===== src/rtl/assert_macros.svh =====
// ----------------------------------------------------------------------------
// assert_macros.svh
// shared concurrent assertion macros, clocked on clk, disabled in reset
// ----------------------------------------------------------------------------
`ifndef ASSERT_MACROS_SVH
`define ASSERT_MACROS_SVH

// same-cycle implication
`define CBE_ASSERT_IMP(label, ante, cons) \
  label: assert property (@(posedge clk) disable iff (!rst_n) (ante) |-> (cons)) \
    else $error("cbe assertion failed");

// next-cycle implication
`define CBE_ASSERT_NXT(label, ante, cons) \
  label: assert property (@(posedge clk) disable iff (!rst_n) (ante) |=> (cons)) \
    else $error("cbe assertion failed");

`endif


===== src/rtl/cbe_pkg.sv =====
// ----------------------------------------------------------------------------
// cbe_pkg
// types and codes shared by the character buffer edit engine
// ----------------------------------------------------------------------------
package cbe_pkg;

  // width of position fields broadcast to the cells, covers the largest capacity
  localparam int POS_W = 17;

  // width of the reported length field on the result channel
  localparam int OUT_LEN_W = 9;

  typedef enum logic [2:0] {
    CMD_APPEND  = 3'd0,
    CMD_REMOVE  = 3'd1,
    CMD_INSERT  = 3'd2,
    CMD_ERASE   = 3'd3,
    CMD_READ    = 3'd4,
    CMD_WRITE   = 3'd5,
    CMD_REVERSE = 3'd6,
    CMD_CLEAR   = 3'd7
  } cmd_t;

  typedef enum logic [1:0] {
    STAT_OK    = 2'd0,
    STAT_RANGE = 2'd1,
    STAT_UNDER = 2'd2,
    STAT_OVER  = 2'd3
  } status_t;

  typedef enum logic [2:0] {
    ST_IDLE,
    ST_EXEC,
    ST_REV,
    ST_READ,
    ST_DONE
  } state_t;

  typedef enum logic [2:0] {
    CELL_HOLD,
    CELL_INSERT,
    CELL_ERASE,
    CELL_WRITE,
    CELL_SWAP,
    CELL_RD_LOAD,
    CELL_RD_SHIFT
  } cell_op_t;

  typedef struct packed {
    cell_op_t         op;
    logic [POS_W-1:0] pos;
    logic [POS_W-1:0] len;
    logic             phase;
    logic [7:0]       ch;
  } cell_ctrl_t;

endpackage


===== src/rtl/cbe_cell.sv =====
// ----------------------------------------------------------------------------
// cbe_cell
// one character slot of the chain, plus one stage of the read-out line
// ----------------------------------------------------------------------------
module cbe_cell #(
  parameter int unsigned POS = 0
) (
  input  logic               clk,
  input  cbe_pkg::cell_ctrl_t ctrl,
  input  logic [7:0]         left_data,
  input  logic [7:0]         right_data,
  input  logic [7:0]         right_rd,
  output logic [7:0]         data,
  output logic [7:0]         rd
);

  localparam logic [cbe_pkg::POS_W-1:0] K  = cbe_pkg::POS_W'(POS);
  localparam logic [cbe_pkg::POS_W-1:0] K1 = cbe_pkg::POS_W'(POS + 1);
  localparam logic                      KP = K[0];

  logic [7:0] data_r, data_nxt;
  logic [7:0] rd_r, rd_nxt;

  always_comb begin
    data_nxt = data_r;
    rd_nxt   = rd_r;
    case (ctrl.op)
      cbe_pkg::CELL_INSERT: begin
        if (K == ctrl.pos) begin
          data_nxt = ctrl.ch;
        end else if (K > ctrl.pos && K <= ctrl.len) begin
          data_nxt = left_data;
        end
      end
      cbe_pkg::CELL_ERASE: begin
        if (K >= ctrl.pos && K1 < ctrl.len) begin
          data_nxt = right_data;
        end
      end
      cbe_pkg::CELL_WRITE: begin
        if (K == ctrl.pos) begin
          data_nxt = ctrl.ch;
        end
      end
      cbe_pkg::CELL_SWAP: begin
        // lower slot of an active pair takes its right neighbor, upper slot its left
        if (KP == ctrl.phase && K1 < ctrl.len) begin
          data_nxt = right_data;
        end else if (POS != 0 && KP != ctrl.phase && K < ctrl.len) begin
          data_nxt = left_data;
        end
      end
      cbe_pkg::CELL_RD_LOAD: begin
        rd_nxt = (K == ctrl.pos) ? data_r : 8'd0;
      end
      cbe_pkg::CELL_RD_SHIFT: begin
        rd_nxt = right_rd;
      end
      default: begin
      end
    endcase
  end

  always_ff @(posedge clk) begin
    data_r <= data_nxt;
    rd_r   <= rd_nxt;
  end

  assign data = data_r;
  assign rd   = rd_r;

endmodule


===== config.mk =====
export PLATFORM = sky130hd
export DESIGN_NAME = cbe_cell
export DESIGN_NICKNAME = d
export VERILOG_FILES = /design/src/rtl/assert_macros.svh /design/src/rtl/cbe_pkg.sv /design/src/rtl/cbe_cell.sv
export SDC_FILE = /design/constraint.sdc
export NUM_CORES = 1
export LEC_CHECK = 0
export BUFFER_PORTS_ARGS = -buffer_cell sky130_fd_sc_hd__clkbuf_2
export CAP_MARGIN = 20
export CELL_PAD_IN_SITES_DETAIL_PLACEMENT = 1
export CELL_PAD_IN_SITES_GLOBAL_PLACEMENT = 1
export CORE_UTILIZATION = 27
export DETAILED_ROUTE_END_ITERATION = 10
export PLACE_DENSITY = 0.87
export REMOVE_ABC_BUFFERS = 1
export SLEW_MARGIN = 30
export SYNTH_ARGS = -nofsm -noshare
export SYNTH_HDL_FRONTEND = slang
export SYNTH_SLANG_ARGS = --single-unit

===== constraint.sdc =====
create_clock -name clk -period 2.59 [get_ports clk]
set_input_delay 0.1295 -clock clk [delete_from_list [all_inputs] [get_ports clk]]
set_output_delay 0.1295 -clock clk [all_outputs]
set_load 0.01 [all_outputs]

==> qor.yml, run 1 <==
detailed_routing:
  first_pass_iters: 4
  wl_per_cell_um: 13.7
  drtAntennaViolNets: 0
  viasPerCell: 4.84
  num_vias: 1219
  drt-total-wl_mm: 3.45
  drc: 0
  first_iter_violations: 56
grt:
  grt_max_degree: 17
  grt_pass1_wl_mm: 5.71
  grt_usage: 0.169
  first_global_vias: 1326
  grt-ovfl-total: 0
  antenna_found_initial: 0
sta:
  finalClockSkew_ns: 0.00255
  fin_crit_sh: 0.632
  rsz0062_at_grt: "false"
  fmax_mhz: 611
  tns_ns: 0
  worst_hold_slack_ns: 0.161
  maxSlewViolCount: 0
  setup_viol: 0
  layout_min_cycle_time_ns: 1.64
  hold_viol_final: 0
  worst_slew_pin_slew_ns: 0.843
  max_slew_margin: 0.437
job:
  maxCapViolCount: 0
critical_path:
  worstPathArrival_ns: 1.59
  critPathKind: "in -> reg"
  cp-start-kind: "input pin"
  crit_chain: "clkbuf_2 -> nor4_1 -> nand4_2 -> or2_1 -> o31ai_1 -> buf_4"
  cpPeakStageDelay_ns: 0.33
  required_ns: 2.55
  worst-path-max-fanout: 9
  worstSetupEndpointType: "flop"
  slowest_stage: "nor4_1"
placed_design:
  portBuffers: 85
  placed_area_um2: 1590
  place_inst: 249
  hpwl_mm: 2.94
  gp_congestion: 0.710
die:
  initial_core_util: 0.282
  pin_count: 87
  coreArea_um2: 4030
  dieArea_um2: 4470
  die_height_um: 66.9
  fp.dieW_um: 66.9
  rows: 23
logic_synthesis:
  ys_warn_count: 0
  ys_seq_area_frac: 0.423
  syn_avg_cell_area_um2: 9.63
  yosysTopAreaCellShare: 0.423
  synth.distinct_cells: 24
  yosys_register_bits: 16
  yosysTopAreaCell: "edfxtp_1"
  syn-cell-area_um2: 1140
  synthesis.instances: 118
  synth.area.top_cells: "edfxtp_1 (42%), o211ai_1 (9.3%), nand2_1 (7.9%)"
clock_network:
  cts_buffer_depth: 2
  cts_sinks: 16
  hold_buffers: 0
  root_buffer: "clkbuf_8"
  cts_resized: 0
  cts_tree: "yes"
  worstSkewPairLatency_ns: 0.25
  cts_setup_buffers: 0
  cts_made_buffers: 3
  htreeDepth: 1
  clk_pin_slew_ns: 0.06
min_path:
  hp-class: "in -> reg"
layout:
  num-nets-final: 275
  mostFrequentLayoutCells: "clkbuf_2 (85), nand2_1 (24), edfxtp_1 (16), o211ai_1 (14), nor2_1 (10)"
  area_growth_pct: 43.5
  drive_gt1_frac: 0.515
  diodes: 0
  fin_area_um2: 1630
  fin_cells: 252
  final_common_cell: "clkbuf_2"
power:
  finalPower_mw: 0.650
  p_leak_nw: 0.750
  ir_drop_mv: 0.130
  power_density_nw_per_um2: 399
status:
  outcome: "complete, no violations"
sequential cells by signal (all words and copies together), names as in the netlist:
| register | flops |
|---|---|
| data | 8 |
| rd | 8 |
through the flow:
step	util	setup WS, ns
after floorplan	-	0.233
after global placement	0.393	0.644
after detailed placement	0.394	0.655
after CTS	0.405	0.924
after global routing	0.405	0.817
final	0.405	0.952
cell type report:
cell class                      instances  area, µm²
Multi-Input combinational cell         94        594
Sequential cell                        16        480
Inverter                                1       3.75
Clock buffer                            3       41.3
Timing Repair Buffer                   88        448
Fill cell                             515       2400
Tap cell                               50       62.6
per-layer routing:
| metal | GRT usage | up-vias | wire length (µm) |
|---|---|---|---|
| li1 | - | 618 | - |
| met1 | 0.199 | 545 | 1460 |
| met2 | 0.311 | 56 | 1750 |
| met3 | 0.0223 | 0 | 229 |
| met4 | 0.0559 | 0 | 0 |
| met5 | 0 | - | 0 |
final timing paths:
| check | start | slack, ns | end | depth (start not counted) |
|---|---|---|---|---|
| max | ctrl[30] | 0.95 | data[0] | 6 |
| min | right_rd[5] | 0.16 | rd[5] | 3 |
| max reg2reg | data[3] | 1.77 | rd[3] | 2 |
| min reg2reg | data[4] | 0.61 | rd[4] | 2 |
cells in the mapped netlist (all sizes together):
| cell | number |
|---|---|
| nand2 | 24 |
| edfxtp | 16 |
| o211ai | 16 |
| a21oi | 10 |
| nor2 | 10 |
| mux2i | 8 |
| o21ai | 8 |
| nor4 | 7 |
| buf | 6 |
| nand3b | 2 |
| nand4 | 2 |
| nor3b | 2 |
| clkbuf | 1 |
| inv | 1 |
| nand2b | 1 |
| o31ai | 1 |
| or2 | 1 |
| or3 | 1 |
| xnor2 | 1 |
kinds of logic (layout without fill, tap and decap cells):
group,count (synthesis),in the layout,share of synthesized area
multiplexers,8,8,0.0705
AO/OA/AOI/OAI,35,35,0.227
XOR/XNOR,1,1,0.00771
flip-flops,16,16,0.423
AND/OR/NAND/NOR,50,50,0.215
buffers and inverters,8,92,0.0573
power breakdown:
group	switching [mW]	total (mW)	internal [mW]
Combinational	0.0790	0.156	0.0768
Sequential	0.00569	0.310	0.304
Clock	0.0814	0.184	0.103
worst max-delay path, delay by kind of cell:
family | cells | cell delay, ns
simple gates | 3 | 0.95
compound gates | 1 | 0.23
buf+inv | 2 | 0.29
Power figures use the tool's default switching activity.
==> inputs of run 2 (changes only) <==
clock period = 1.6 ns   (was 2.59 ns; I/O delays follow)
==> run 2 against run 1 <==
Via count grew 3.5%. Core utilization grew 0.93 points. Critical path depth is the same. Final cell count grew 2.4%. Highest routed layer is now met4. Cell area grew 2.3%.
==> qor.yml, run 2 (same netlist as run 1, synthesis figures left out) <==
status:
  outcome: "complete, no violations"
layout:
  final_util: 0.414
  drive_gt1_frac: 0.519
  mostFrequentLayoutCells: "clkbuf_2 (85), nand2_1 (24), edfxtp_1 (16), o211ai_1 (14)"
  area_growth_pct: 46.8
  num-nets-final: 280
  diodes: 0
  fillers: 524
  final_common_cell: "clkbuf_2"
grt:
  grt_usage: 0.161
  first_global_vias: 1275
  grt-ovfl-total: 0
  grt_pass1_wl_mm: 5.47
  antenna_found_initial: 0
  grt_max_degree: 17
detailed_routing:
  viasPerCell: 4.89
  num_vias: 1262
  drt-total-wl_mm: 3.51
  drc: 0
  first_iter_violations: 36
  first_pass_iters: 4
  wl_per_cell_um: 13.6
  drtAntennaViolNets: 0
sta:
  rsz0062_at_grt: "false"
  hold_viol_final: 0
  layout_min_cycle_time_ns: 1.39
  fmax_mhz: 719
  setup_viol: 0
  max_slew_margin: 0.436
  worst_slew_pin_slew_ns: 0.844
  finalClockSkew_ns: 0.00112
  maxSlewViolCount: 0
  fin_crit_sh: 0.869
die:
  die_height_um: 66.9
  coreArea_um2: 4030
  initial_core_util: 0.282
  fp.dieW_um: 66.9
  rows: 23
  pin_count: 87
  dieArea_um2: 4470
critical_path:
  crit_chain: "clkbuf_2 -> nor4_1 -> nand4_2 -> or2_1 -> o31ai_1 -> buf_4"
  cpPeakStageDelay_ns: 0.33
  cp_num_buf_inv: 2
  critical_path_depth: 6
  reg2regPathDepth: 2
  worstPathArrival_ns: 1.35
  required_ns: 1.56
  worstSetupEndpointType: "flop"
  path_delay_family: "simple AND/OR/NAND/NOR gates"
  cp-start-kind: "input pin"
  worst-path-max-fanout: 8
  critPathKind: "in -> reg"
  slowest_stage: "nor4_1"
clock_network:
  worstSkewPairLatency_ns: 0.24
  cts_resized: 0
  cts_tree: "yes"
  cts_setup_buffers: 0
  htreeDepth: 1
  clk_pin_slew_ns: 0.06
  cts_buffer_depth: 2
  cts_sinks: 16
  root_buffer: "clkbuf_8"
  cts_made_buffers: 3
  hold_buffers: 0
placed_design:
  portBuffers: 85
  hpwl_mm: 3.11
  gp_congestion: 0.777
power:
  ir_drop_mv: 0.245
  finalPower_mw: 1.06
  p_leak_nw: 0.774
  power_density_nw_per_um2: 637
job:
  maxCapViolCount: 0
min_path:
  hp-class: "in -> reg"
  holdPathStages: 3
## run 2: changes by cell type in the layout (fill, tap and decap cells not counted)
cell | previous run | this run
a21oi_1 | 9 | 10
buf_4 | 3 | 8
a21oi_2 | 1 | 0
clkinv_1 | 0 | 1
## run 2: final timing paths
path / start / end / slack, ns
hold / removal: right_rd[6] / rd[6] / 0.11
setup reg to reg: data[4] / rd[4] / 0.78
hold reg to reg: data[0] / rd[0] / 0.62
setup / recovery: ctrl[30] / data[0] / 0.21
## run 2: worst min-delay path: stages
cell and delay (ns):
clkbuf_2 0.08, nand2_1 0.05, o21ai_2 0.05
## run 2: metal layers
metal	vias to the layer above	global-route usage	routed length, µm
met5	-	0	0
met4	0	0.0452	57
met3	7	0.0291	266
met2	64	0.308	1780
met1	561	0.177	1410
li1	630	-	-
## run 2: area by class of cell
cell class	instances	area [µm²]	share of cell area
Clock buffer	3	41.3	0.0248
Clock inverter	1	3.75	0.00225
Inverter	1	3.75	0.00225
Multi-Input combinational cell	94	591	0.354
Sequential cell	16	480	0.288
Tap cell	50	62.6	0.0375
Timing Repair Buffer	93	485	0.291
## run 2: power by group
part / internal [mW] / switching, mW
clock network: 0.170 / 0.128
registers: 0.492 / 0.00937
logic: 0.131 / 0.132
## run 2: through the flow
| stage | hold WS, ns | worst slack (ns) | instances | area (µm²) | TNS [ns] |
|---|---|---|---|---|---|
| 2_1_floorplan | 0.268 | -0.708 | 111 | 1070 | -5.66 |
| 3_3_place_gp | 0.367 | -0.0467 | 254 | 1620 | -0.373 |
| 3_5_place_dp | 0.369 | -0.0831 | 254 | 1620 | -0.665 |
| 4_1_cts | 0.116 | 0.177 | 258 | 1670 | 0 |
| 5_1_grt | 0.116 | 0.0615 | 258 | 1670 | 0 |
| 6_report | 0.113 | 0.209 | 258 | 1670 | 0 |
==> inputs of run 3 (changes only) <==
RECOVER_POWER = 100   (was default)
==> run 3 against run 2 <==
Power down 1.3%. Flip-flop and latch count is the same. Final cell count unchanged. Clock power is essentially flat. Hold slack improved by 0.0032 ns. Largest cell class unchanged. Largest power group unchanged.
==> qor.yml, run 3 (same netlist as run 1, synthesis figures left out) <==
grt:
  grt-ovfl-total: 0
  grt_max_degree: 17
  grt_pass1_wl_mm: 5.47
  antenna_found_initial: 0
  grt_usage: 0.161
  first_global_vias: 1275
critical_path:
  worst-path-max-fanout: 8
  slowest_stage: "nor4_1"
  worstSetupEndpointType: "flop"
  worstPathArrival_ns: 1.36
  crit_chain: "clkbuf_2 -> nor4_1 -> nand4_2 -> or2_0 -> o31ai_1 -> buf_4"
  critPathKind: "in -> reg"
  cp-start-kind: "input pin"
  cpPeakStageDelay_ns: 0.33
  required_ns: 1.56
clock_network:
  hold_buffers: 0
  worstSkewPairLatency_ns: 0.25
  cts_sinks: 16
  cts_made_buffers: 3
  cts_resized: 0
  htreeDepth: 1
  root_buffer: "clkbuf_8"
  cts_setup_buffers: 0
  cts_buffer_depth: 2
  clk_pin_slew_ns: 0.06
  cts_tree: "yes"
placed_design:
  pre_cts_slack_ns: -0.0831
  place_inst: 254
  portBuffers: 85
  hpwl_mm: 3.11
  gp_congestion: 0.777
sta:
  rsz0062_at_grt: "false"
  setup_viol: 0
  hold_viol_final: 0
  finalClockSkew_ns: 0.00192
  max_slew_margin: 0.444
  maxSlewViolCount: 0
  layout_min_cycle_time_ns: 1.40
  worst_hold_slack_ns: 0.117
  worst_slew_pin_slew_ns: 0.832
  fmax_mhz: 715
  fin_crit_sh: 0.874
  setup_slack_ns: 0.201
layout:
  fin_cells: 258
  final_common_cell: "clkbuf_2"
  mostFrequentLayoutCells: "clkbuf_2 (69), nand2_1 (24), clkbuf_1 (18), edfxtp_1 (16), o211ai_1 (15)"
  drive_gt1_frac: 0.389
  num-nets-final: 280
  fillers: 531
  diodes: 0
  area_growth_pct: 41.3
status:
  outcome: "complete, no violations"
min_path:
  hp-class: "in -> reg"
detailed_routing:
  first_iter_violations: 34
  drt-total-wl_mm: 3.56
  drtAntennaViolNets: 0
  first_pass_iters: 4
  num_vias: 1265
  drc: 0
  wl_per_cell_um: 13.8
  viasPerCell: 4.90
die:
  rows: 23
  die_height_um: 66.9
  initial_core_util: 0.282
  pin_count: 87
  dieArea_um2: 4470
  fp.dieW_um: 66.9
  coreArea_um2: 4030
job:
  maxCapViolCount: 0
power:
  ir_drop_mv: 0.247
  power_density_nw_per_um2: 654
  p_leak_nw: 0.702
run 3: cell types whose count changed in the layout (fill, tap and decap cells not counted), sizes merged:
cell and delta:
buf -2, clkbuf +2
run 3: critical path: cells and delay by family:
| kind | cells | cell delay, ns |
|---|---|---|
| AND/OR/NAND/NOR | 3 | 0.74 |
| buffers and inverters | 2 | 0.28 |
| AO/OA/AOI/OAI | 1 | 0.25 |
run 3: cell type report:
class                      instances  area (µm²)  share of cell area
clock buffer                       3        41.3              0.0257
timing repair buffer              93         458               0.285
tap                               50        62.6              0.0390
multi-input combinational         94         556               0.346
clock inverter                     1        3.75             0.00234
inverter                           1        3.75             0.00234
sequential                        16         480               0.299
run 3: report_power, final:
part	switching [mW]	internal, mW
Sequential	0.00917	0.492
Clock	0.129	0.170
Combinational	0.128	0.120
Total	0.267	0.782
run 3: worst paths after layout:
check | startpoint | to | slack [ns] | cells after the start
hold reg to reg | data[0] | rd[0] | 0.65 | 2
hold / removal | right_rd[5] | rd[5] | 0.12 | 3
setup / recovery | ctrl[30] | data[0] | 0.20 | 6
setup reg to reg | data[4] | rd[4] | 0.73 | 2
run 3: stage by stage:
step                      setup TNS, ns  area (µm²)  power, mW  utilization
after CTS                             0        1670       1.07        0.414
final                                 0        1610       1.05        0.398
after global routing                  0        1610       1.10        0.398
after floorplan                   -5.66        1070      0.618            -
after global placement           -0.373        1620      0.764        0.403
after detailed placement         -0.665        1620      0.777        0.403
run 3: layer usage:
| metal | GRT usage | wire (µm) | vias to the layer above |
|---|---|---|---|
| met5 | 0 | 0 | - |
| met4 | 0.0452 | 57 | 0 |
| met3 | 0.0291 | 281 | 7 |
| met2 | 0.308 | 1800 | 64 |
| met1 | 0.177 | 1420 | 566 |
| li1 | - | - | 628 |
