--- config.mk ---
export PLATFORM = sky130hd
export DESIGN_NAME = cbe_ctrl_flat
export DESIGN_NICKNAME = d
export VERILOG_FILES = /design/src/rtl/cbe_pkg.sv /design/src/rtl/cbe_in_if.sv /design/src/rtl/cbe_out_if.sv /design/src/rtl/cbe_ctrl.sv /design/src/flat_wrapper.sv
export VERILOG_INCLUDE_DIRS = /design/src /design/src/rtl
export SDC_FILE = /design/constraint.sdc
export NUM_CORES = 1
export LEC_CHECK = 0
export BUFFER_PORTS_ARGS = -buffer_cell sky130_fd_sc_hd__buf_2
export CAP_MARGIN = 15
export CORE_UTILIZATION = 49
export CTS_CLUSTER_SIZE = 8
export DETAILED_ROUTE_END_ITERATION = 12
export HOLD_SLACK_MARGIN = 0.03
export PLACE_DENSITY = 0.82
export SKIP_CTS_REPAIR_TIMING = 1
export SLEW_MARGIN = 20
export SYNTH_ARGS = -nofsm -noshare
export SYNTH_HDL_FRONTEND = slang
export SYNTH_SLANG_ARGS = --single-unit
--- constraint.sdc ---
create_clock -name clk -period 3.4 [get_ports clk]
set_input_delay 0.51 -clock clk [delete_from_list [all_inputs] [get_ports clk]]
set_output_delay 0.51 -clock clk [all_outputs]
set_load 0.02 [all_outputs]
--- src/rtl/assert_macros.svh ---
// ----------------------------------------------------------------------------
// assert_macros.svh
// shared concurrent assertion macros, clocked on clk, disabled in reset
// ----------------------------------------------------------------------------
`ifndef ASSERT_MACROS_SVH
`define ASSERT_MACROS_SVH

// same-cycle implication
`define CBE_ASSERT_IMP(label, ante, cons) \
  label: assert property (@(posedge clk) disable iff (!rst_n) (ante) |-> (cons)) \
    else $error("cbe assertion failed");

// next-cycle implication
`define CBE_ASSERT_NXT(label, ante, cons) \
  label: assert property (@(posedge clk) disable iff (!rst_n) (ante) |=> (cons)) \
    else $error("cbe assertion failed");

`endif

--- src/rtl/cbe_pkg.sv ---
// ----------------------------------------------------------------------------
// cbe_pkg
// types and codes shared by the character buffer edit engine
// ----------------------------------------------------------------------------
package cbe_pkg;

  // width of position fields broadcast to the cells, covers the largest capacity
  localparam int POS_W = 17;

  // width of the reported length field on the result channel
  localparam int OUT_LEN_W = 9;

  typedef enum logic [2:0] {
    CMD_APPEND  = 3'd0,
    CMD_REMOVE  = 3'd1,
    CMD_INSERT  = 3'd2,
    CMD_ERASE   = 3'd3,
    CMD_READ    = 3'd4,
    CMD_WRITE   = 3'd5,
    CMD_REVERSE = 3'd6,
    CMD_CLEAR   = 3'd7
  } cmd_t;

  typedef enum logic [1:0] {
    STAT_OK    = 2'd0,
    STAT_RANGE = 2'd1,
    STAT_UNDER = 2'd2,
    STAT_OVER  = 2'd3
  } status_t;

  typedef enum logic [2:0] {
    ST_IDLE,
    ST_EXEC,
    ST_REV,
    ST_READ,
    ST_DONE
  } state_t;

  typedef enum logic [2:0] {
    CELL_HOLD,
    CELL_INSERT,
    CELL_ERASE,
    CELL_WRITE,
    CELL_SWAP,
    CELL_RD_LOAD,
    CELL_RD_SHIFT
  } cell_op_t;

  typedef struct packed {
    cell_op_t         op;
    logic [POS_W-1:0] pos;
    logic [POS_W-1:0] len;
    logic             phase;
    logic [7:0]       ch;
  } cell_ctrl_t;

endpackage

--- src/rtl/cbe_in_if.sv ---
// ----------------------------------------------------------------------------
// cbe_in_if
// command channel: valid/ready with cmd, index and char_in
// ----------------------------------------------------------------------------
interface cbe_in_if;
  logic              valid;
  logic              ready;
  logic [2:0]        cmd;
  logic signed [8:0] index;
  logic [7:0]        char_in;

  modport source (output valid, cmd, index, char_in, input ready);
  modport sink   (input valid, cmd, index, char_in, output ready);
endinterface

--- src/rtl/cbe_out_if.sv ---
// ----------------------------------------------------------------------------
// cbe_out_if
// result channel: valid/ready with char_out, length, flags and status
// ----------------------------------------------------------------------------
interface cbe_out_if;
  logic                            valid;
  logic                            ready;
  logic [7:0]                      char_out;
  logic [cbe_pkg::OUT_LEN_W-1:0]   length;
  logic                            is_empty;
  logic                            is_full;
  logic [1:0]                      status;

  modport source (output valid, char_out, length, is_empty, is_full, status, input ready);
  modport sink   (input valid, char_out, length, is_empty, is_full, status, output ready);
endinterface

--- src/rtl/cbe_ctrl.sv ---
// ----------------------------------------------------------------------------
// cbe_ctrl
// command sequencer: fill count, cell control broadcast and result register
// ----------------------------------------------------------------------------
`include "assert_macros.svh"

module cbe_ctrl #(
  parameter int unsigned CAPACITY = 256
) (
  input  logic                clk,
  input  logic                rst_n,
  cbe_in_if.sink              in_ch,
  cbe_out_if.source           out_ch,
  input  logic [7:0]          rd0,
  output cbe_pkg::cell_ctrl_t cell_ctrl
);

  localparam int LEN_W = $clog2(CAPACITY + 1);
  localparam int CMP_W = (LEN_W > 8) ? LEN_W : 8;
  localparam logic [LEN_W-1:0] CAP_L = LEN_W'(CAPACITY);

  cbe_pkg::state_t    state_r, state_nxt;
  logic [LEN_W-1:0]   cnt_r, cnt_nxt;
  logic [LEN_W-1:0]   aux_r, aux_nxt;
  cbe_pkg::cmd_t      cmd_r;
  logic signed [8:0]  idx_r;
  logic [7:0]         ch_r;
  logic [7:0]         pend_char_r, pend_char_nxt;
  cbe_pkg::status_t   pend_stat_r, pend_stat_nxt;

  logic               out_valid_r, out_valid_nxt;
  logic [7:0]         out_char_r, out_char_nxt;
  logic [LEN_W-1:0]   out_len_r, out_len_nxt;
  logic               out_empty_r, out_empty_nxt;
  logic               out_full_r, out_full_nxt;
  cbe_pkg::status_t   out_stat_r, out_stat_nxt;

  logic               in_fire, slot_free;
  logic               idx_neg, in_rng, past_end, is_full;
  logic [CMP_W-1:0]   idx_u, len_c;

  assign in_fire   = in_ch.valid && in_ch.ready;
  assign slot_free = !out_valid_r || out_ch.ready;

  assign idx_neg  = idx_r[8];
  assign idx_u    = CMP_W'(idx_r[7:0]);
  assign len_c    = CMP_W'(cnt_r);
  assign in_rng   = !idx_neg && (idx_u < len_c);
  assign past_end = !idx_neg && (idx_u >= len_c);
  assign is_full  = (cnt_r == CAP_L);

  // command capture
  always_ff @(posedge clk) begin
    if (in_fire) begin
      cmd_r <= cbe_pkg::cmd_t'(in_ch.cmd);
      idx_r <= in_ch.index;
      ch_r  <= in_ch.char_in;
    end
  end

  // next state
  always_comb begin
    state_nxt = state_r;
    unique case (state_r)
      cbe_pkg::ST_IDLE: begin
        if (in_fire) state_nxt = cbe_pkg::ST_EXEC;
      end
      cbe_pkg::ST_EXEC: begin
        if (cmd_r == cbe_pkg::CMD_READ && in_rng) begin
          state_nxt = cbe_pkg::ST_READ;
        end else if (cmd_r == cbe_pkg::CMD_REVERSE && cnt_r >= LEN_W'(2)) begin
          state_nxt = cbe_pkg::ST_REV;
        end else begin
          state_nxt = cbe_pkg::ST_DONE;
        end
      end
      cbe_pkg::ST_REV: begin
        if (aux_r == cnt_r - LEN_W'(1)) state_nxt = cbe_pkg::ST_DONE;
      end
      cbe_pkg::ST_READ: begin
        if (aux_r == '0) state_nxt = cbe_pkg::ST_DONE;
      end
      cbe_pkg::ST_DONE: begin
        if (slot_free) state_nxt = cbe_pkg::ST_IDLE;
      end
      default: state_nxt = cbe_pkg::ST_IDLE;
    endcase
  end

  // outputs and datapath
  always_comb begin
    cnt_nxt       = cnt_r;
    aux_nxt       = aux_r;
    pend_char_nxt = pend_char_r;
    pend_stat_nxt = pend_stat_r;
    cell_ctrl.op    = cbe_pkg::CELL_HOLD;
    cell_ctrl.pos   = cbe_pkg::POS_W'(idx_r[7:0]);
    cell_ctrl.len   = cbe_pkg::POS_W'(cnt_r);
    cell_ctrl.phase = aux_r[0];
    cell_ctrl.ch    = ch_r;
    out_valid_nxt = out_valid_r && !out_ch.ready;
    out_char_nxt  = out_char_r;
    out_len_nxt   = out_len_r;
    out_empty_nxt = out_empty_r;
    out_full_nxt  = out_full_r;
    out_stat_nxt  = out_stat_r;
    unique case (state_r)
      cbe_pkg::ST_IDLE: begin
      end
      cbe_pkg::ST_EXEC: begin
        pend_char_nxt = 8'd0;
        pend_stat_nxt = cbe_pkg::STAT_OK;
        unique case (cmd_r) inside
          cbe_pkg::CMD_APPEND, cbe_pkg::CMD_INSERT: begin
            if ((cmd_r == cbe_pkg::CMD_APPEND) || past_end) begin
              if (is_full) begin
                pend_stat_nxt = cbe_pkg::STAT_OVER;
              end else begin
                cell_ctrl.op  = cbe_pkg::CELL_WRITE;
                cell_ctrl.pos = cbe_pkg::POS_W'(cnt_r);
                cnt_nxt       = cnt_r + LEN_W'(1);
              end
            end else if (is_full) begin
              pend_stat_nxt = cbe_pkg::STAT_OVER;
            end else begin
              cell_ctrl.op  = cbe_pkg::CELL_INSERT;
              cell_ctrl.pos = idx_neg ? '0 : cbe_pkg::POS_W'(idx_r[7:0]);
              cnt_nxt       = cnt_r + LEN_W'(1);
            end
          end
          cbe_pkg::CMD_REMOVE: begin
            if (cnt_r == '0) begin
              pend_stat_nxt = cbe_pkg::STAT_UNDER;
            end else begin
              cnt_nxt = cnt_r - LEN_W'(1);
            end
          end
          cbe_pkg::CMD_ERASE: begin
            if (!in_rng) begin
              pend_stat_nxt = cbe_pkg::STAT_RANGE;
            end else begin
              cell_ctrl.op = cbe_pkg::CELL_ERASE;
              cnt_nxt      = cnt_r - LEN_W'(1);
            end
          end
          cbe_pkg::CMD_READ: begin
            if (!in_rng) begin
              pend_stat_nxt = cbe_pkg::STAT_RANGE;
            end else begin
              cell_ctrl.op = cbe_pkg::CELL_RD_LOAD;
              aux_nxt      = LEN_W'(idx_r[7:0]);
            end
          end
          cbe_pkg::CMD_WRITE: begin
            if (!in_rng) begin
              pend_stat_nxt = cbe_pkg::STAT_RANGE;
            end else begin
              cell_ctrl.op = cbe_pkg::CELL_WRITE;
            end
          end
          cbe_pkg::CMD_REVERSE: begin
            aux_nxt = '0;
          end
          default: begin
            cnt_nxt = '0;
          end
        endcase
      end
      cbe_pkg::ST_REV: begin
        // one odd-even transposition round per cycle
        cell_ctrl.op = cbe_pkg::CELL_SWAP;
        aux_nxt      = aux_r + LEN_W'(1);
      end
      cbe_pkg::ST_READ: begin
        if (aux_r == '0) begin
          pend_char_nxt = rd0;
        end else begin
          cell_ctrl.op = cbe_pkg::CELL_RD_SHIFT;
          aux_nxt      = aux_r - LEN_W'(1);
        end
      end
      cbe_pkg::ST_DONE: begin
        if (slot_free) begin
          out_valid_nxt = 1'b1;
          out_char_nxt  = pend_char_r;
          out_len_nxt   = cnt_r;
          out_empty_nxt = (cnt_r == '0);
          out_full_nxt  = is_full;
          out_stat_nxt  = pend_stat_r;
        end
      end
      default: begin
      end
    endcase
  end

  always_ff @(posedge clk) begin
    if (!rst_n) begin
      state_r     <= cbe_pkg::ST_IDLE;
      cnt_r       <= '0;
      out_valid_r <= 1'b0;
    end else begin
      state_r     <= state_nxt;
      cnt_r       <= cnt_nxt;
      out_valid_r <= out_valid_nxt;
    end
  end

  always_ff @(posedge clk) begin
    aux_r       <= aux_nxt;
    pend_char_r <= pend_char_nxt;
    pend_stat_r <= pend_stat_nxt;
    out_char_r  <= out_char_nxt;
    out_len_r   <= out_len_nxt;
    out_empty_r <= out_empty_nxt;
    out_full_r  <= out_full_nxt;
    out_stat_r  <= out_stat_nxt;
  end

  assign in_ch.ready     = (state_r == cbe_pkg::ST_IDLE);
  assign out_ch.valid    = out_valid_r;
  assign out_ch.char_out = out_char_r;
  assign out_ch.length   = cbe_pkg::OUT_LEN_W'(out_len_r);
  assign out_ch.is_empty = out_empty_r;
  assign out_ch.is_full  = out_full_r;
  assign out_ch.status   = out_stat_r;

  `CBE_ASSERT_IMP(a_cnt_bound, 1'b1, cnt_r <= CAP_L)
  `CBE_ASSERT_NXT(a_fire_exec, in_fire, state_r == cbe_pkg::ST_EXEC)
  `CBE_ASSERT_IMP(a_empty_flag, out_valid_r, out_empty_r == (out_len_r == '0))
  `CBE_ASSERT_IMP(a_full_flag, out_valid_r, out_full_r == (out_len_r == CAP_L))
  `CBE_ASSERT_NXT(a_done_wait, state_r == cbe_pkg::ST_DONE && !slot_free,
                  state_r == cbe_pkg::ST_DONE)

endmodule

--- src/flat_wrapper.sv ---
// flat-port wrapper written by rule: the top's interface ports become plain ports
module cbe_ctrl_flat 
#(
  parameter int unsigned CAPACITY = 256
)
  (clk, rst_n, rd0, cell_ctrl, in_ch_valid, in_ch_cmd, in_ch_index, in_ch_char_in, in_ch_ready, out_ch_valid, out_ch_char_out, out_ch_length, out_ch_is_empty, out_ch_is_full, out_ch_status, out_ch_ready);
  cbe_in_if in_ch_i ();
  cbe_out_if out_ch_i ();
  input  logic clk;
  input  logic rst_n;
  input  logic [7:0] rd0;
  output cbe_pkg::cell_ctrl_t cell_ctrl;
  input wire logic [$bits(in_ch_i.valid)-1:0] in_ch_valid;
  input wire logic [$bits(in_ch_i.cmd)-1:0] in_ch_cmd;
  input wire logic [$bits(in_ch_i.index)-1:0] in_ch_index;
  input wire logic [$bits(in_ch_i.char_in)-1:0] in_ch_char_in;
  output wire logic [$bits(in_ch_i.ready)-1:0] in_ch_ready;
  output wire logic [$bits(out_ch_i.valid)-1:0] out_ch_valid;
  output wire logic [$bits(out_ch_i.char_out)-1:0] out_ch_char_out;
  output wire logic [$bits(out_ch_i.length)-1:0] out_ch_length;
  output wire logic [$bits(out_ch_i.is_empty)-1:0] out_ch_is_empty;
  output wire logic [$bits(out_ch_i.is_full)-1:0] out_ch_is_full;
  output wire logic [$bits(out_ch_i.status)-1:0] out_ch_status;
  input wire logic [$bits(out_ch_i.ready)-1:0] out_ch_ready;
  assign in_ch_i.valid = in_ch_valid;
  assign in_ch_i.cmd = in_ch_cmd;
  assign in_ch_i.index = in_ch_index;
  assign in_ch_i.char_in = in_ch_char_in;
  assign in_ch_ready = in_ch_i.ready;
  assign out_ch_valid = out_ch_i.valid;
  assign out_ch_char_out = out_ch_i.char_out;
  assign out_ch_length = out_ch_i.length;
  assign out_ch_is_empty = out_ch_i.is_empty;
  assign out_ch_is_full = out_ch_i.is_full;
  assign out_ch_status = out_ch_i.status;
  assign out_ch_i.ready = out_ch_ready;
  cbe_ctrl #(.CAPACITY(CAPACITY)) u_core (.clk(clk), .rst_n(rst_n), .in_ch(in_ch_i), .out_ch(out_ch_i), .rd0(rd0), .cell_ctrl(cell_ctrl));
endmodule
==> results of run 1 <==
==> state kept, by name, summed over array words and instances (netlist names) <==
name	cells
u_core.out_ch.status	2
u_core.cmd_r	3
u_core.out_ch.length	9
u_core.pend_stat_r	2
u_core.out_ch.is_empty	1
u_core.aux_r	9
u_core.cnt_r	9
u_core.out_ch.char_out	8
u_core.state_r	3
u_core.idx_r	9
u_core.ch_r	8
u_core.out_ch.valid	1
u_core.pend_char_r	8
u_core.out_ch.is_full	1
==> cell families after synthesis <==
family	after synthesis	share of synthesized area, %
buf+inv	60	7.094
mux	3	0.7421
fa+ha+maj	20	6.115
xor+xnor	17	3.532
compound gates	106	17.33
flops	73	48.92
simple gates	123	16.18
other cells	1	0.08896
==> cell type report <==
type	count	share of cell area (%)
inverter	23	1.732
timing repair buffer	103	11.30
multi-input combinational	285	39.16
clock inverter	5	1.180
clock buffer	11	2.636
sequential	73	41.37
tap	105	2.636
==> worst max-delay path, delay by kind of cell (launching register included) <==
family	cells	cell delay [ps]
AND/OR/NAND/NOR	2	840
AO/OA/AOI/OAI	4	730
flip-flops	1	440
adder cells (fa/ha/maj)	1	320
buffers and inverters	1	160
==> cells in the mapped netlist (5+ instances only) <==
| cell type | count | share of area [%] |
|---|---|---|
| o31ai_1 | 5 | 0.89 |
| nor2b_1 | 5 | 0.74 |
| or3_1 | 9 | 1.3 |
| clkbuf_1 | 17 | 1.5 |
| a22o_1 | 9 | 1.9 |
| xor2_1 | 7 | 1.5 |
| a21boi_0 | 5 | 0.89 |
| edfxtp_1 | 60 | 43 |
| nand2_1 | 22 | 2.0 |
| buf_4 | 17 | 3.0 |
| inv_1 | 22 | 2.0 |
| xnor2_1 | 10 | 2.1 |
| nand3_1 | 16 | 1.9 |
| nor3_1 | 9 | 1.1 |
| a21oi_1 | 17 | 2.0 |
| nand4_1 | 7 | 1.0 |
| dfxtp_1 | 13 | 6.2 |
| and3_1 | 12 | 1.8 |
| a21o_1 | 7 | 1.2 |
| o21ai_0 | 26 | 3.1 |
| ha_1 | 19 | 5.6 |
| a31oi_1 | 5 | 0.74 |
| nor2_1 | 19 | 1.7 |
==> power by group through the flow <==
stage               sequential [mW]  combinational, mW  clock (mW)
finish                         1.46               1.67       0.689
global route                   1.48               1.82       0.723
CTS                            1.45               1.63       0.688
detailed placement             1.47               1.62           0
global placement               1.46               1.57           0
floorplan                      1.52               1.09           0
==> metrics by stage <==
step	hold WS, ps	cell area [um2]	total power, mW
after floorplan	400.3	4279	2.606
after detailed placement	406.6	4753	3.094
after global routing	307.6	4985	4.030
final	315.5	4985	3.820
after global placement	401.4	4753	3.036
after CTS	309.4	4943	3.771
==> worst min path at each step <==
stage	to	start	depth (start not counted)	slack [ps]
after floorplan	u_core.out_ch.char_out[0]$_DFFE_PP_	u_core.pend_char_r[0]$_SDFFCE_PN0P_	0	400
after global placement	u_core.out_ch.char_out[5]$_DFFE_PP_	u_core.pend_char_r[5]$_SDFFCE_PN0P_	0	400
after detailed placement	u_core.out_ch.status[0]$_DFFE_PP_	u_core.pend_stat_r[0]$_DFFE_PP_	0	410
after CTS	u_core.idx_r[0]$_DFFE_PP_	in_ch_index[0]	1	310
after global routing	u_core.ch_r[1]$_DFFE_PP_	in_ch_char_in[1]	1	310
final	u_core.cmd_r[1]$_DFFE_PP_	in_ch_cmd[1]	1	320
==> layer usage <==
metal  up-vias  routed length [um]  share of wire [%]  GRT usage [%]
met1      1686                4560                 43          31.81
met4         0                 297                2.8          12.25
met3        31                 849                7.9          4.267
li1       1656                   -                  -              -
met5         -                   0                  0              0
met2       198                5008                 47          40.65
==> impl_metrics.tcl, run 1 <==
set metrics [dict create \
    grt_max_degree 22 \
    reg2reg_to "u_core.aux_r[7]$_DFFE_PP_" \
    cts_max_level 3 \
    drt-pass1-iter-count 7 \
    worstMarginPinSlew_ps 1014 \
    row_count 33 \
    gp_congestion 0.9431 \
    cap_violations 0 \
    start_util_pct 51.05 \
    rr_startpoint "u_core.state_r[0]$_SDFFE_PN0P_" \
    routed-via-count 3571 \
    grt_pass1_wl_um 16800 \
    multiInputGateArea_mm2 0.001952 \
    yosys_warnings 0 \
    yosysSeqAreaShare_pct 48.92 \
    setup_slack_ps 36.19 \
    die-width_um 94.75 \
    pre_cts_ws_ps 309.5 \
    peakVddDrop_mv 0.3612 \
    die_h_um 94.75 \
    numCtsBuffers 9 \
    dieArea_mm2 0.008978 \
    cp-end-kind "output pin" \
    finalCriticalPeriod_ps 3364 \
    finalHoldViolCount 0 \
    via_per_inst 5.902 \
    post-route-util_pct 60.36 \
    core_mm2 0.008258 \
    combPwrFrac_pct 43.8 \
    cts_root_buf "clkbuf_8" \
    cts.sink_count 73 \
    hpwl_um 7868 \
    r2r_slack_ps 360 \
    grt-ovfl-total 0 \
    path_cells "ha_1, a21o_1, a31oi_4, o2111ai_2, or4_4, or3_1, a21oi_2, buf_2" \
    grt_usage_pct 24.88 \
    netlist_area_mm2 0.004215 \
    grt_pass1_vias 3370 \
    path_max_fanout 5 \
    io_buffers 84 \
    drtIter0Drc 454 \
    cts_tree "built" \
    n_antenna_cell 0 \
    drc 0 \
    area_growth_pct 18.25 \
    clkPwrFrac_pct 18.0 \
    synthCells 403 \
    fin_nets 547 \
    crit_path_end "cell_ctrl[45]" \
    clkTransAtPathRegs_ps 90 \
    fillers 707 \
    path_class "flop to output pin" \
    max_stage_delay_ps 490 \
    stdcell_count 605 \
    required_ps 2890 \
    worst-r2r-cell-count 10 \
    fin_worst_skew_ps 13.86 \
    synth_edf_count 60 \
    p_int_mw 2.249 \
    p_leak_nw 2.119 \
    p_per_area_mw_per_mm2 766.4 \
    wl_per_cell_um 17.71 \
    start_kind "flop" \
    seq_area_mm2 0.002062 \
    slowest_stage "or4_4" \
    dp.cells 588 \
    ys_ff_latch 73 \
    final_common_cell "buf_2" \
    switching_power_mw 1.571 \
    drtAntennaViolNets 0 \
    io_pins 101 \
    clock_path_buffers 2 \
    synthFlopType "edfxtp_1" \
    fmax_mhz 297.3 \
    totalNegativeSetupSlack_ps 0 \
    cp.arrival_ps 2850 \
    synth_area_per_cell_um2 10.46 \
    async_flop_share_pct 0 \
    layout_common_cells "84 x buf_2, 60 x edfxtp_1, 26 x o21ai_0" \
    finalMaxSlewViolations 0 \
    hold_path.class "input pin to flop" \
    antenna_found_initial 0 \
    routed_wl_um 10720 \
    switching_share_pct 41.12 \
    max_slew_margin_pct 32.39 \
    status "finished clean" \
    startpoint "u_core.idx_r[6]$_DFFE_PP_" \
    layout-drive-gt1-share_pct 27.80 \
    fin_crit_sh_pct 98.94 \
    grt_setup_unrepaired "true" \
    ys_types 63 \
    clkLatencyLatePin_ps 360 \
    final-setup-viol-count 0 \
    p_seq_share_pct 38.2 \
]
Power figures use the tool's default switching activity.
==> run 2: changes to the inputs <==
- CELL_PAD_IN_SITES_DETAIL_PLACEMENT: not set -> 0
- CELL_PAD_IN_SITES_GLOBAL_PLACEMENT: not set -> 1
- CORE_UTILIZATION: 49 -> 42
- MAX_ROUTING_LAYER: not set -> met4
- PLACE_DENSITY: 0.82 -> 0.86
- clock period: 3.4 -> 3.8 ns (I/O delays scaled with it)
==> run 2 against run 1 <==
Effect of this change:
- non-clock buffer count fell by 5
- cell area did not move
- critical path type unchanged
- global-route usage decreased by 3.2 points
- register-to-register slack improved by 380 ps
- highest routed layer unchanged
- largest cell class unchanged
- sequential power down 9.6%
- setup slack gained 300 ps
==> impl_metrics.tcl, run 2 (synthesis results as in run 1) <==
set metrics [dict create \
    core_mm2 0.009729 \
    clkLatencyLatePin_ps 350 \
    dieArea_mm2 0.01044 \
    grt_setup_unrepaired "false" \
    io_buffers 84 \
    cts.sink_count 73 \
    start_kind "flop" \
    die_h_um 102.2 \
    cts_max_level 3 \
    final_common_cell "buf_2" \
    cap_violations 0 \
    cts_tree "built" \
    fillers 901 \
    path_max_fanout 13 \
    p_per_area_mw_per_mm2 693.3 \
    gp_congestion 0.8776 \
    layout_common_cells "84 x buf_2, 60 x edfxtp_1, 26 x o21ai_0" \
    use_met2_pct 32.42 \
    totalNegativeSetupSlack_ps 0 \
    finalMaxSlewViolations 0 \
    finalHoldViolCount 0 \
    routed-via-count 3468 \
    row_count 36 \
    worstMarginPinSlew_ps 957.9 \
    drtAntennaViolNets 0 \
    max_slew_margin_pct 36.14 \
    p_leak_nw 2.115 \
    seq_area_mm2 0.002062 \
    clock_path_buffers 2 \
    use_met3_pct 4.241 \
    fmax_mhz 289.0 \
    io_pins 101 \
    required_ps 3230 \
    cp-end-kind "output pin" \
    fin_crit_sh_pct 91.05 \
    path_class "flop to output pin" \
    cp.arrival_ps 2890 \
    finalCriticalPeriod_ps 3460 \
    layout-drive-gt1-share_pct 25.45 \
    drc 0 \
    antenna_found_initial 0 \
    status "finished clean" \
    grt_max_degree 22 \
    die-width_um 102.2 \
    grt_pass1_wl_um 16390 \
    clkTransAtPathRegs_ps 80 \
    numCtsBuffers 9 \
    wl_per_cell_um 16.59 \
    final-setup-viol-count 0 \
    cts_root_buf "clkbuf_8" \
    fin_worst_skew_ps 11.08 \
    grt-busiest-layer "met2" \
    via_per_inst 5.522 \
    area_growth_pct 18.25 \
    n_antenna_cell 0 \
    drt-pass1-iter-count 5 \
    fin_nets 542 \
    grt_pass1_vias 3189 \
    grt_usage_pct 21.72 \
    hpwl_um 7595 \
    power_mw 3.456 \
    grt-ovfl-total 0 \
    post-route-util_pct 51.23 \
    hold_path.class "input pin to flop" \
    drtIter0Drc 323 \
    met1_usage_pct 28.65 \
    start_util_pct 43.33 \
    multiInputGateArea_mm2 0.001911 \
    routed_wl_um 10420 \
    peakVddDrop_mv 0.2940 \
]
run 2: cell types whose count changed in the layout (fill, tap and decap cells not counted), moves of 2 or more:
cell | before | now
a21oi_2 | 2 | 0
clkinv_1 | 1 | 3
buf_4 | 19 | 14
a21oi_1 | 15 | 17
clkinvlp_4 | 2 | 0
bufinv_16 | 1 | 3
run 2: layout make-up:
cell class              count  area share, %
clock inverters             6          2.134
well taps                 133          3.338
inverters                  23          1.732
flip-flops and latches     73          41.37
repair buffers             98          10.54
clock buffers              10          2.560
multi-input cells         285          38.33
run 2: worst paths after layout:
path                                                            end  slack (ps)  cells past startpoint                                 from
worst max-delay path                                  cell_ctrl[45]         340                      7         u_core.cnt_r[8]$_SDFFE_PN0P_
worst min-delay path                      u_core.cmd_r[0]$_DFFE_PP_         390                      1                         in_ch_cmd[0]
worst min register to register  u_core.out_ch.char_out[0]$_DFFE_PP_         420                      0  u_core.pend_char_r[0]$_SDFFCE_PN0P_
worst max register to register            u_core.aux_r[7]$_DFFE_PP_         740                     10       u_core.state_r[0]$_SDFFE_PN0P_
run 2: per-stage QoR:
| step | setup slack, ps | cells | area [um2] | hold slack [ps] |
|---|---|---|---|---|
| 2_1_floorplan | 284.3 | 418 | 4272 | 400.3 |
| 3_3_place_gp | 778.5 | 612 | 4751 | 403.4 |
| 3_5_place_dp | 739.4 | 612 | 4751 | 404.5 |
| 4_1_cts | 339.4 | 628 | 4985 | 376.5 |
| 5_1_grt | 204.4 | 628 | 4985 | 369.0 |
| 6_report | 340.1 | 628 | 4985 | 388.6 |
run 2: metal layers:
| layer | vias to the layer above | part of all wire (%) |
|---|---|---|
| met5 | - | 0 |
| met4 | 0 | 2.1 |
| met3 | 21 | 7.0 |
| met2 | 169 | 46 |
| met1 | 1632 | 45 |
| li1 | 1646 | - |
run 2: critical path, cell delays in order (launching register included):
cell and delay [ps]:
dfxtp_1 660, inv_1 230, a31oi_1 230, o2111ai_1 160, or4_1 570, or3_1 360
a21oi_1 150, buf_2 180
run 2: power breakdown:
part / leakage, nW / total (mW) / switching, mW / internal (mW)
clock: 0.116 / 0.732 / 0.299 / 0.433
sequential: 0.667 / 1.32 / 0.169 / 1.15
combinational: 1.33 / 1.40 / 0.876 / 0.529
